`src/sv/thbf_pkg.sv`:
```
// Shared constants, types and slot tables for the turbo and hold button filter.
package thbf_pkg;

  // Item and register widths.
  localparam int BUTTON_BITS   = 32;
  localparam int TIME_BITS     = 48;
  localparam int SLOTS         = 12;
  localparam int DELAY_BITS    = 10;
  localparam int SLOTS_PER_REG = 6;
  localparam int CFG_BITS      = SLOTS_PER_REG * DELAY_BITS;
  localparam int CFG_IDX_BITS  = 3;
  localparam int POS_BITS      = $clog2(BUTTON_BITS);
  localparam int IN_DATA_BITS  = BUTTON_BITS + TIME_BITS;
  localparam int IN_USER_BITS  = 2;

  // Microseconds per millisecond; the threshold width assumes it stays below 1024.
  localparam int US_PER_MS   = 1000;
  localparam int THRESH_BITS = DELAY_BITS + 10;

  // Bit position of each slot's button inside the button word.
  localparam logic [POS_BITS-1:0] SLOT_POS [SLOTS] = '{
    5'd0, 5'd3, 5'd4, 5'd5, 5'd6, 5'd7, 5'd8, 5'd9, 5'd12, 5'd13, 5'd14, 5'd15
  };

  // Bits of tuser on the input side.
  localparam int USER_UPDATE = 0;
  localparam int USER_BYPASS = 1;

  // Configuration register indexes.
  typedef enum logic [CFG_IDX_BITS-1:0] {
    REG_RAPID_MASK    = 3'd0,
    REG_HOLD_MASK     = 3'd1,
    REG_AUTORUN_MASK  = 3'd2,
    REG_PRESS_LOW     = 3'd3,
    REG_PRESS_HIGH    = 3'd4,
    REG_RELEASE_LOW   = 3'd5,
    REG_RELEASE_HIGH  = 3'd6
  } cfg_reg_t;

  // Per-slot settings seen by one lane.
  typedef struct packed {
    logic                  hold;
    logic                  rapid;
    logic                  autorun;
    logic [DELAY_BITS-1:0] press_limit;
    logic [DELAY_BITS-1:0] release_limit;
  } lane_cfg_t;

  // Per-slot flags kept between items.
  typedef struct packed {
    logic latched;
    logic down;
    logic phase;
  } lane_state_t;

  // What one lane reports for the current item.
  typedef struct packed {
    lane_state_t state;
    logic        out_bit;
    logic        toggle;
  } lane_res_t;

endpackage

```
`src/sv/thbf_lane.sv`:
```
// One button slot: hold latch, autorun inversion and rapid-fire phase logic.
module thbf_lane (
  input  thbf_pkg::lane_cfg_t                 cfg,
  input  thbf_pkg::lane_state_t               state,
  input  logic                                word_bit,
  input  logic                                is_update,
  input  logic [thbf_pkg::TIME_BITS-1:0]      elapsed_us,
  output thbf_pkg::lane_res_t                 res
);

  logic [thbf_pkg::DELAY_BITS-1:0]  limit;
  logic [thbf_pkg::THRESH_BITS-1:0] thresh;
  logic                             far_past;
  logic                             expired;
  logic                             latched_next;
  logic                             phase_next;

  // Elapsed ms exceeds the limit exactly when elapsed us reaches (limit + 1) * 1000.
  assign limit    = state.phase ? cfg.press_limit : cfg.release_limit;
  assign thresh   = thbf_pkg::THRESH_BITS'(
                      (thbf_pkg::THRESH_BITS'(limit) + thbf_pkg::THRESH_BITS'(1))
                      * thbf_pkg::THRESH_BITS'(thbf_pkg::US_PER_MS));
  assign far_past = |elapsed_us[thbf_pkg::TIME_BITS-1:thbf_pkg::THRESH_BITS];
  assign expired  = far_past || (elapsed_us[thbf_pkg::THRESH_BITS-1:0] >= thresh);

  assign latched_next = state.latched ^ (word_bit & ~state.down);
  assign phase_next   = state.phase ^ (is_update & expired);

  // Hold wins over rapid; a slot in neither mode passes its bit through.
  always_comb begin
    res.state   = state;
    res.out_bit = word_bit;
    res.toggle  = 1'b0;
    if (cfg.hold) begin
      if (cfg.autorun) begin
        res.out_bit = ~word_bit;
      end else begin
        // A press toggles the latch once; while held and unlatched the bit reads released.
        res.state.latched = latched_next;
        res.state.down    = word_bit;
        res.out_bit       = latched_next;
      end
    end else if (cfg.rapid) begin
      res.toggle      = is_update & expired;
      res.state.phase = phase_next;
      if (cfg.autorun || word_bit) begin
        res.out_bit = phase_next;
      end
    end
  end

endmodule

```
`src/sv/thbf_merge.sv`:
```
// Combines the lane results into the output button word and the shared toggle flag.
module thbf_merge (
  input  logic [thbf_pkg::BUTTON_BITS-1:0]            raw_word,
  input  logic                                        bypass,
  input  thbf_pkg::lane_res_t [thbf_pkg::SLOTS-1:0]   res,
  output logic [thbf_pkg::BUTTON_BITS-1:0]            out_word,
  output logic                                        any_toggle
);

  logic [thbf_pkg::BUTTON_BITS-1:0] lane_word;
  logic [thbf_pkg::SLOTS-1:0]       toggles;

  // Each lane owns one fixed bit of the word; every other bit passes unchanged.
  always_comb begin
    lane_word = raw_word;
    for (int s = 0; s < thbf_pkg::SLOTS; s++) begin
      lane_word[thbf_pkg::SLOT_POS[s]] = res[s].out_bit;
      toggles[s] = res[s].toggle;
    end
  end

  assign out_word   = bypass ? raw_word : lane_word;
  assign any_toggle = ~bypass & (|toggles);

endmodule

```
`src/sv/turbo_and_hold_button_filter_unit.sv`:
```
// Top level of the turbo and hold button filter: registers, slot lanes and output buffer.
//
//  channel  | group    | payload (low bit first)                        | accepted when
//  ---------+----------+------------------------------------------------+----------------------
//  input    | s_axis_* | tdata: pad_buttons, now_us; tuser: is_update,  | s_axis_tvalid & tready
//           |          |   bypass                                       |
//  output   | m_axis_* | tdata: out_buttons                             | m_axis_tvalid & tready
//  config   | cfg_*    | cfg_index, cfg_data                            | cfg_valid & cfg_ready
//
// An item is accepted every cycle while the skid register is empty; its result is registered in the output buffer.
// All twelve slot lanes and the shared elapsed-time subtract settle in the accept cycle.
// A two-entry output buffer keeps the input open for one item while a result is stalled.
// rst is synchronous: it clears the registers, the slot flags and the buffer.
// A configuration write to a known index clears every slot flag; the toggle timestamp is kept.
module turbo_and_hold_button_filter_unit (
  input  logic                                   clk,
  input  logic                                   rst,
  input  logic                                   s_axis_tvalid,
  output logic                                   s_axis_tready,
  input  logic [thbf_pkg::IN_DATA_BITS-1:0]      s_axis_tdata,  // pad_buttons, now_us
  input  logic [thbf_pkg::IN_USER_BITS-1:0]      s_axis_tuser,  // is_update, bypass
  output logic                                   m_axis_tvalid,
  input  logic                                   m_axis_tready,
  output logic [thbf_pkg::BUTTON_BITS-1:0]       m_axis_tdata,  // out_buttons
  input  logic                                   cfg_valid,
  output logic                                   cfg_ready,
  input  logic [thbf_pkg::CFG_IDX_BITS-1:0]      cfg_index,
  input  logic [thbf_pkg::CFG_BITS-1:0]          cfg_data
);

  // Configuration registers.
  logic [thbf_pkg::SLOTS-1:0]    rapid_mask;
  logic [thbf_pkg::SLOTS-1:0]    hold_mask;
  logic [thbf_pkg::SLOTS-1:0]    autorun_mask;
  logic [thbf_pkg::CFG_BITS-1:0] press_low;
  logic [thbf_pkg::CFG_BITS-1:0] press_high;
  logic [thbf_pkg::CFG_BITS-1:0] release_low;
  logic [thbf_pkg::CFG_BITS-1:0] release_high;

  // Filter state.
  logic [thbf_pkg::TIME_BITS-1:0] last_toggle_time;
  logic [thbf_pkg::SLOTS-1:0]     hold_latched;
  logic [thbf_pkg::SLOTS-1:0]     hold_down;
  logic [thbf_pkg::SLOTS-1:0]     press_phase;

  // Output buffer: head register and skid register.
  logic                            out_valid;
  logic [thbf_pkg::BUTTON_BITS-1:0] out_data;
  logic                            skid_valid;
  logic [thbf_pkg::BUTTON_BITS-1:0] skid_data;

  logic                             in_accept;
  logic                             out_pop;
  logic                             cfg_write;
  logic                             cfg_known;
  logic [thbf_pkg::BUTTON_BITS-1:0] pad_buttons;
  logic [thbf_pkg::TIME_BITS-1:0]   now_us;
  logic                             is_update;
  logic                             bypass;
  logic [thbf_pkg::TIME_BITS-1:0]   elapsed_us;
  logic [thbf_pkg::BUTTON_BITS-1:0] result_word;
  logic                             any_toggle;

  thbf_pkg::lane_cfg_t   [thbf_pkg::SLOTS-1:0] lane_cfg;
  thbf_pkg::lane_state_t [thbf_pkg::SLOTS-1:0] lane_state;
  thbf_pkg::lane_res_t   [thbf_pkg::SLOTS-1:0] lane_res;

  // Unpack the input item.
  assign pad_buttons = s_axis_tdata[thbf_pkg::BUTTON_BITS-1:0];
  assign now_us      = s_axis_tdata[thbf_pkg::IN_DATA_BITS-1:thbf_pkg::BUTTON_BITS];
  assign is_update   = s_axis_tuser[thbf_pkg::USER_UPDATE];
  assign bypass      = s_axis_tuser[thbf_pkg::USER_BYPASS];

  // Handshakes.
  assign s_axis_tready = ~skid_valid;
  assign in_accept     = s_axis_tvalid & s_axis_tready;
  assign out_pop       = out_valid & m_axis_tready;
  assign m_axis_tvalid = out_valid;
  assign m_axis_tdata  = out_data;
  assign cfg_ready     = 1'b1;
  assign cfg_write     = cfg_valid & cfg_ready;

  // Time since the shared last toggle, modulo the timestamp width.
  assign elapsed_us = now_us - last_toggle_time;

  // Slot lanes.
  for (genvar s = 0; s < thbf_pkg::SLOTS; s++) begin : g_lane
    assign lane_cfg[s].hold    = hold_mask[s];
    assign lane_cfg[s].rapid   = rapid_mask[s];
    assign lane_cfg[s].autorun = autorun_mask[s];
    if (s < thbf_pkg::SLOTS_PER_REG) begin : g_low
      assign lane_cfg[s].press_limit   = press_low[s*thbf_pkg::DELAY_BITS +: thbf_pkg::DELAY_BITS];
      assign lane_cfg[s].release_limit =
        release_low[s*thbf_pkg::DELAY_BITS +: thbf_pkg::DELAY_BITS];
    end else begin : g_high
      assign lane_cfg[s].press_limit =
        press_high[(s-thbf_pkg::SLOTS_PER_REG)*thbf_pkg::DELAY_BITS +: thbf_pkg::DELAY_BITS];
      assign lane_cfg[s].release_limit =
        release_high[(s-thbf_pkg::SLOTS_PER_REG)*thbf_pkg::DELAY_BITS +: thbf_pkg::DELAY_BITS];
    end
    assign lane_state[s].latched = hold_latched[s];
    assign lane_state[s].down    = hold_down[s];
    assign lane_state[s].phase   = press_phase[s];

    thbf_lane u_lane (
      .cfg        (lane_cfg[s]),
      .state      (lane_state[s]),
      .word_bit   (pad_buttons[thbf_pkg::SLOT_POS[s]]),
      .is_update  (is_update),
      .elapsed_us (elapsed_us),
      .res        (lane_res[s])
    );
  end

  thbf_merge u_merge (
    .raw_word   (pad_buttons),
    .bypass     (bypass),
    .res        (lane_res),
    .out_word   (result_word),
    .any_toggle (any_toggle)
  );

  // Decode of the configuration index; unknown indexes are ignored.
  always_comb begin
    unique case (thbf_pkg::cfg_reg_t'(cfg_index)) inside
      thbf_pkg::REG_RAPID_MASK, thbf_pkg::REG_HOLD_MASK, thbf_pkg::REG_AUTORUN_MASK,
      thbf_pkg::REG_PRESS_LOW, thbf_pkg::REG_PRESS_HIGH, thbf_pkg::REG_RELEASE_LOW,
      thbf_pkg::REG_RELEASE_HIGH: cfg_known = 1'b1;
      default:                    cfg_known = 1'b0;
    endcase
  end

  // Configuration registers.
  always_ff @(posedge clk) begin
    if (rst) begin
      rapid_mask   <= '0;
      hold_mask    <= '0;
      autorun_mask <= '0;
      press_low    <= '0;
      press_high   <= '0;
      release_low  <= '0;
      release_high <= '0;
    end else if (cfg_write) begin
      unique case (thbf_pkg::cfg_reg_t'(cfg_index))
        thbf_pkg::REG_RAPID_MASK:   rapid_mask   <= cfg_data[thbf_pkg::SLOTS-1:0];
        thbf_pkg::REG_HOLD_MASK:    hold_mask    <= cfg_data[thbf_pkg::SLOTS-1:0];
        thbf_pkg::REG_AUTORUN_MASK: autorun_mask <= cfg_data[thbf_pkg::SLOTS-1:0];
        thbf_pkg::REG_PRESS_LOW:    press_low    <= cfg_data;
        thbf_pkg::REG_PRESS_HIGH:   press_high   <= cfg_data;
        thbf_pkg::REG_RELEASE_LOW:  release_low  <= cfg_data;
        thbf_pkg::REG_RELEASE_HIGH: release_high <= cfg_data;
        default: begin
        end
      endcase
    end
  end

  // Slot flags and the shared toggle timestamp.
  always_ff @(posedge clk) begin
    if (rst) begin
      last_toggle_time <= '0;
      hold_latched     <= '0;
      hold_down        <= '0;
      press_phase      <= '0;
    end else if (cfg_write && cfg_known) begin
      hold_latched <= '0;
      hold_down    <= '0;
      press_phase  <= '0;
    end else if (in_accept && !bypass) begin
      for (int s = 0; s < thbf_pkg::SLOTS; s++) begin
        hold_latched[s] <= lane_res[s].state.latched;
        hold_down[s]    <= lane_res[s].state.down;
        press_phase[s]  <= lane_res[s].state.phase;
      end
      if (any_toggle) begin
        last_toggle_time <= now_us;
      end
    end
  end

  // Output buffer control.
  always_ff @(posedge clk) begin
    if (rst) begin
      out_valid  <= 1'b0;
      skid_valid <= 1'b0;
    end else if (out_pop) begin
      out_valid  <= skid_valid | in_accept;
      skid_valid <= skid_valid & in_accept;
    end else if (!out_valid) begin
      out_valid <= in_accept;
    end else if (in_accept) begin
      skid_valid <= 1'b1;
    end
  end

  // Output buffer data.
  always_ff @(posedge clk) begin
    if (out_pop) begin
      out_data <= skid_valid ? skid_data : result_word;
      if (skid_valid) begin
        skid_data <= result_word;
      end
    end else if (!out_valid) begin
      out_data <= result_word;
    end else if (in_accept) begin
      skid_data <= result_word;
    end
  end

endmodule

```
`config.mk`:
```
export PLATFORM = sky130hd
export DESIGN_NAME = turbo_and_hold_button_filter_unit
export DESIGN_NICKNAME = d
export VERILOG_FILES = /design/src/sv/thbf_pkg.sv /design/src/sv/thbf_lane.sv /design/src/sv/thbf_merge.sv /design/src/sv/turbo_and_hold_button_filter_unit.sv
export SDC_FILE = /design/constraint.sdc
export NUM_CORES = 2
export LEC_CHECK = 0
export BUFFER_PORTS_ARGS = -buffer_cell sky130_fd_sc_hd__clkbuf_2
export CORE_ASPECT_RATIO = 0.7
export CORE_MARGIN = 4
export CORE_UTILIZATION = 55
export DETAILED_ROUTE_END_ITERATION = 7
export PLACE_DENSITY = 0.83
export SYNTH_ARGS = -nofsm -noshare
export SYNTH_HDL_FRONTEND = slang
export SYNTH_SLANG_ARGS = --single-unit
```
`constraint.sdc`:
```
create_clock -name clk -period 16.4 [get_ports clk]
set_input_delay 2.46 -clock clk [delete_from_list [all_inputs] [get_ports clk]]
set_output_delay 2.46 -clock clk [all_outputs]
set_load 0.01 [all_outputs]
```
* Word-level counts from Yosys, hierarchy flattened
Cells that the tools add are included. Widths: inputs -> output; s select.
Word-level totals: register bits 426, bits in latches 0, bits in writable memories 0, bits in read-only memories 0, input bits 150, output and inout bits 35, logic and storage cells 351, memories 0
Cells by class: $add $sub $neg 13, multiply operators 12, divide/modulo/power cells 0, magnitude comparators 12, equal/unequal tests 8, shift-type cells 0, multiplexer cells 86, bitwise logic cells 104, reduce and logical (&&, ||, !) cells 68
Operators by type and width (number):
- $ge 20x20->1 | 12
- $mul 20x7->17 const B | 12
- $mux 32 | 7
- $add 10x1->11 const B | 12
- $mux 10 | 12
- $reduce_and 3->1 | 26
- $mux 1 | 54
- $not 1->1 | 51
- $sub 48x48->48 | 1
- $and 1x1->1 | 28
- $reduce_or 28->1 | 1
- $logic_or 1x1->1 | 24
- $mux 2 | 12
- $xor 1x1->1 | 24
- $mux 16 | 1
- $reduce_and 2->1 | 8
- $reduce_or 12->1 | 1
- $eq 3x3->1 const B | 3
- $reduce_or 7->1 | 1
- $eq 3x2->1 const B | 2
- $reduce_bool 2->1 | 2
- $eq 3x1->1 const B | 1
- $logic_not 3->1 | 1
- $logic_and 1x1->1 | 2
- 5 further kinds | 5

* Logic depth before layout (Yosys ltp)
depth after elaboration 14, gate-level depth with buffers 38, gate-level depth less buffers 35

* Hierarchy
Synthesis repeated with hierarchy kept, for this count alone.
Unflattened totals: cells, all modules 6027, area, all modules 51110.3 um^2
By module, submodules not included:
- turbo_and_hold_button_filter_unit | times used 1, cells each 2156, area each 17713.2 um^2
- thbf_lane at g_lane[0].u_lane ... | times used 6, cells each 318, area each 2751.4 um^2
- thbf_lane at g_lane[6].u_lane ... | times used 2, cells each 313, area each 2723.9 um^2
- thbf_lane at g_lane[9].u_lane | times used 1, cells each 325, area each 2837.7 um^2
- thbf_lane at g_lane[4].u_lane | times used 1, cells each 330, area each 2816.5 um^2
- thbf_lane at g_lane[5].u_lane | times used 1, cells each 333, area each 2776.4 um^2
- thbf_lane at g_lane[8].u_lane | times used 1, cells each 312, area each 2655.0 um^2
- thbf_merge | times used 1, cells each 37, area each 355.3 um^2

* Least setup slack after synthesis
OpenSTA, ideal clock, no wires.
path kind register to register, start register press_phase[2] (netlist bit), end register last_toggle_time[28] (netlist bit), arrival 7759 ps, data required time 16280 ps, slack 8521 ps, stages on the path, launching flop included 36, path buffers 3, cells stage by stage dfxtp_1 clkbuf_1 mux2i_1 inv_1 ha_1 xnor2_1 inv_1 fa_1 inv_1 fa_1 fa_1 fa_1 ha_1 a21boi_0 o21ai_0 a21oi_1 o21ai_0 a21oi_1 o21ai_0 nand2b_1 a21o_1 a21oi_1 xor2_1 ha_1 o21a_1 o21ai_0 nor2_1 a211oi_1 o22ai_1 nor2_1 nand4_1 nor4_1 o22ai_1 buf_6 buf_6 mux2i_1
Between the ends: word-level cells in the longest chain between the ends 11
RTL lines:
- start, declared | line turbo_and_hold_button_filter_unit.sv:44 | logic [thbf_pkg::SLOTS-1:0] press_phase;
- start signal, assigned by index | line turbo_and_hold_button_filter_unit.sv:173 | press_phase[s] <= lane_res[s].state.phase;
- $mux 10 | line thbf_lane.sv:19 | assign limit = state.phase ? cfg.press_limit : cfg.release_limit;
- $add 10x1->11 | line thbf_lane.sv:21 | (thbf_pkg::THRESH_BITS'(limit) + thbf_pkg::THRESH_BITS'(1))
- $mul 20x7->17 | line thbf_lane.sv:22 | * thbf_pkg::THRESH_BITS'(thbf_pkg::US_PER_MS));
- $ge 20x20->1 | line thbf_lane.sv:24 | assign expired = far_past || (elapsed_us[thbf_pkg::THRESH_BITS-1:0] >= thresh);
- $logic_or 1x1->1 | line thbf_lane.sv:24
- $and 1x1->1 | line thbf_lane.sv:44 | res.toggle = is_update & expired;
- $mux 2 | line thbf_lane.sv:43 | end else if (cfg.rapid) begin
- $mux 1 | line thbf_lane.sv:34 | if (cfg.hold) begin
- $reduce_or 12->1 | line thbf_merge.sv:23 | assign any_toggle = ~bypass & (|toggles);
- $and 1x1->1 | line thbf_merge.sv:23
- $reduce_and 3->1 (no line)
- end signal, assigned | line turbo_and_hold_button_filter_unit.sv:176 | last_toggle_time <= now_us;
- end, declared | line turbo_and_hold_button_filter_unit.sv:41 | logic [thbf_pkg::TIME_BITS-1:0] last_toggle_time;
No other way between the ends. A chain may end at the register's enable or synchronous reset.

* Final worst setup path
start register press_phase[2] (netlist bit), end register last_toggle_time[0] (netlist bit)
Same word-level chain as after synthesis.

==> impl_metrics.csv <==
group,metric,value,unit
die,io_pins,185,
die,die_h,255,µm
sta,rsz0062_at_grt,"no",
yosys,synth_seq_cells,426,
sta,tightest_slew,1120,ps
yosys,synth_nets,6942,
worst_setup_path,cp_slowest_cell,"dfxtp_1",
sta,layout_min_cycle_time,9760,ps
layout,final_net_count,7046,
worst_setup_path,reg2reg_depth,33,
routing,drcViolationCount,0,
routing,drt_iter0_markers,3695,
die,die_x,361,µm
sta,slew_headroom,25.1,%
die,dieArea,92100,µm²
sta,skew,29.9,ps
die,num_rows,90,
cts,cts_setup_buffers,0,
worst_setup_path,critPathMaxFanout,48,
layout,synthToLayoutAreaGrowth,8.22,%
yosys,synthMuxAreaShare,3.14,%
yosys,yosys_warnings,0,
hold_path,min_to,"release_low[59]",
hold_path,hold_depth,2,
grt,grt_max_degree,138,
cts,cts_resized,0,
cts,cts_buffers,47,
job,max_cap_violations,0,
grt,grt_overflow,0,
place,port_buffers,183,
cts,cts_tree,"built",
yosys,syn_avg_cell_area,8.39,µm²
sta,setup_viol,0,
yosys,synth_area,48000,µm²
cts,cts_hold_buf,0,
cts,clock_latency,620,ps
cts,htree_levels,2,
worst_setup_path,critPathLaunchType,"register",
worst_setup_path,r2r-start,"press_phase[2]",
yosys,synth_enable_flop_cells,64,
hold_path,hold_class,"reg -> reg",
routing,wire_per_inst,18.7,µm
hold_path,min_from,"release_low[59]",
routing,drt-pass1-iter-count,6,
yosys,synth_cell_types,88,
die,start_util,55.6,%
layout,final_common_cell,"nand2_1",
grt,grt_antenna_before_repair,11,
pwr,power_density,64.0,nW/µm²
sta,holdWs,451,ps
place,dpl.hpwl,101,mm
routing,finalWirelength,131,mm
grt,grt_pass1_wl,211,mm
die,design.core.area,86400,µm²
cts,clock_sinks,426,
yosys,seq_area_frac_synth,19.1,%
grt,gr-usage-all-layers,28.1,%
yosys,synthAdderAreaFrac,33.5,%
cts,cts-root-buf,"clkbuf_16",
cts,ctsLongestPathBuffers,3,
yosys,synth_compound_area_share,14.3,%
grt,grt_pass1_vias,40800,
worst_setup_path,r2r_setup_slack,6640,ps
worst_setup_path,setup.worst_path.class,"reg -> reg",
cts,path_clk_slew,70,ps
routing,vias,40900,
worst_setup_path,crit_arrival,10200,ps
status,status,"completed",
place,place_congestion,0.970,
pwr,max-vdd-ir-drop,0.0000685,V
yosys,synthCells,5724,
layout,final_cell_mix,"nand2_1, inv_1, ha_1",
yosys,synthXorXnorAreaFrac,6.86,%
sta,finalMaxSlewViolations,0,
place,placed_area,50200,µm²
sta,hold_viol_final,0,
yosys,synth_top_family_by_area,"adder cells",
routing,via_per_inst,5.82,
worst_setup_path,crit_path_end_kind,"register",
sta,timing.setup.tns,0,ps
layout,num-fill-cells,7201,
routing,antenna_left,0,
layout,stdcell_area,52000,µm²
yosys,ys.flop_type,"dfxtp_1",
worst_setup_path,worstPathRequired,16840,ps
pwr,power_leakage,24.1,nW
sta,fmax,102,MHz
worst_setup_path,worstReg2RegEnd,"last_toggle_time[0]",
yosys,async_flop_share,0,%
yosys,synth-simple-area-share,15.4,%
worst_setup_path,cp_slowest_stage_delay,890,ps
layout,drive_gt1_share,6.36,%
sta,period_share,59.5,%
-- kinds of logic after synthesis --
kind of cell / after synthesis
XOR/XNOR: 376
multiplexers: 150
AO/OA/AOI/OAI: 1153
AND/OR/NAND/NOR: 1580
other: 1
buffers and inverters: 955
adder cells (fa/ha/maj): 1083
flip-flops: 426
-- flip-flops by register name, indices dropped and copies added (netlist names) --
signal	cells
press_phase	12
rapid_mask	12
hold_mask	12
autorun_mask	12
hold_latched	12
press_low	60
release_high	60
release_low	60
skid_valid	1
skid_data	32
last_toggle_time	48
m_axis_tvalid	1
hold_down	12
press_high	60
m_axis_tdata	32
-- synthesized netlist by cell type (23+ instances only) --
library cell	number	area share, %
fa_1	345	14
o21a_1	29	0.45
nor3b_1	23	0.36
dfxtp_1	362	15
xor2_1	146	2.7
o211ai_1	24	0.38
inv_1	780	6.1
edfxtp_1	64	4.0
nor2b_1	83	1.1
nor2_1	162	1.3
a21oi_1	581	6.1
a21o_1	118	1.8
and2_1	45	0.59
or2_2	24	0.31
mux2i_1	147	3.1
nand2b_1	144	1.9
nand2_1	822	6.4
nand3_1	78	0.81
nand4_1	52	0.68
a31oi_1	29	0.38
nand3b_1	31	0.48
xnor2_1	230	4.2
clkbuf_1	147	1.1
nor3_1	46	0.48
ha_1	723	19
o21ai_0	183	1.9
-- metrics by stage --
| step | worst slack (ps) | util, % | power, mW | cells |
|---|---|---|---|---|
| final | 6640 | 60.1 | 3.32 | 7028 |
| after global routing | 6020 | 60.1 | 3.50 | 7019 |
| after CTS | 6740 | 60.1 | 3.31 | 7014 |
| after detailed placement | 6800 | 58.1 | 2.13 | 6929 |
| after global placement | 7240 | 58.1 | 2.09 | 6929 |
| after floorplan | 8520 | - | 1.82 | 5724 |
-- worst max path at each step --
stage                        start                    to  slack, ps  cells past startpoint
detailed placement  press_phase[2]  last_toggle_time[37]       6800                     33
global placement    press_phase[2]  last_toggle_time[17]       7240                     33
floorplan           press_phase[2]  last_toggle_time[28]       8520                     35
global route        press_phase[2]  last_toggle_time[37]       6020                     33
finish              press_phase[2]   last_toggle_time[0]       6640                     33
CTS                 press_phase[2]   last_toggle_time[0]       6740                     33
-- critical path: cells and delay by family (launching register included) --
kind                     cells  cell delay, ps
AND/OR/NAND/NOR              5             920
flip-flops                   1             890
buffers and inverters        4             780
AO/OA/AOI/OAI               13            2300
adder cells (fa/ha/maj)      7            2920
XOR/XNOR                     2             870
multiplexers                 2             800
-- where the power goes --
| group | switching, mW | internal [mW] |
|---|---|---|
| Sequential | 0.0155 | 1.09 |
| Combinational | 0.636 | 0.403 |
| Clock | 0.473 | 0.706 |
-- metal layers --
layer,up-vias,wire [µm],global-route usage [%],part of all wire (%)
li1,19400,-,-,-
met1,19600,56400,38.3,43
met2,1653,57300,44.5,44
met3,315,12700,5.87,9.7
met4,4,4940,10.1,3.8
met5,-,31,0,0.024
-- cell type report --
class | count | area, µm² | area share, %
well taps | 1150 | 1440 | 2.77
diodes | 14 | 35.0 | 0.0674
clock inverters | 22 | 344 | 0.662
flip-flops and latches | 426 | 9170 | 17.6
repair buffers | 228 | 1260 | 2.43
multi-input cells | 4343 | 35400 | 68.2
clock buffers | 63 | 1350 | 2.60
inverters | 782 | 2940 | 5.65
No activity file was read; power rests on OpenSTA's default activity.
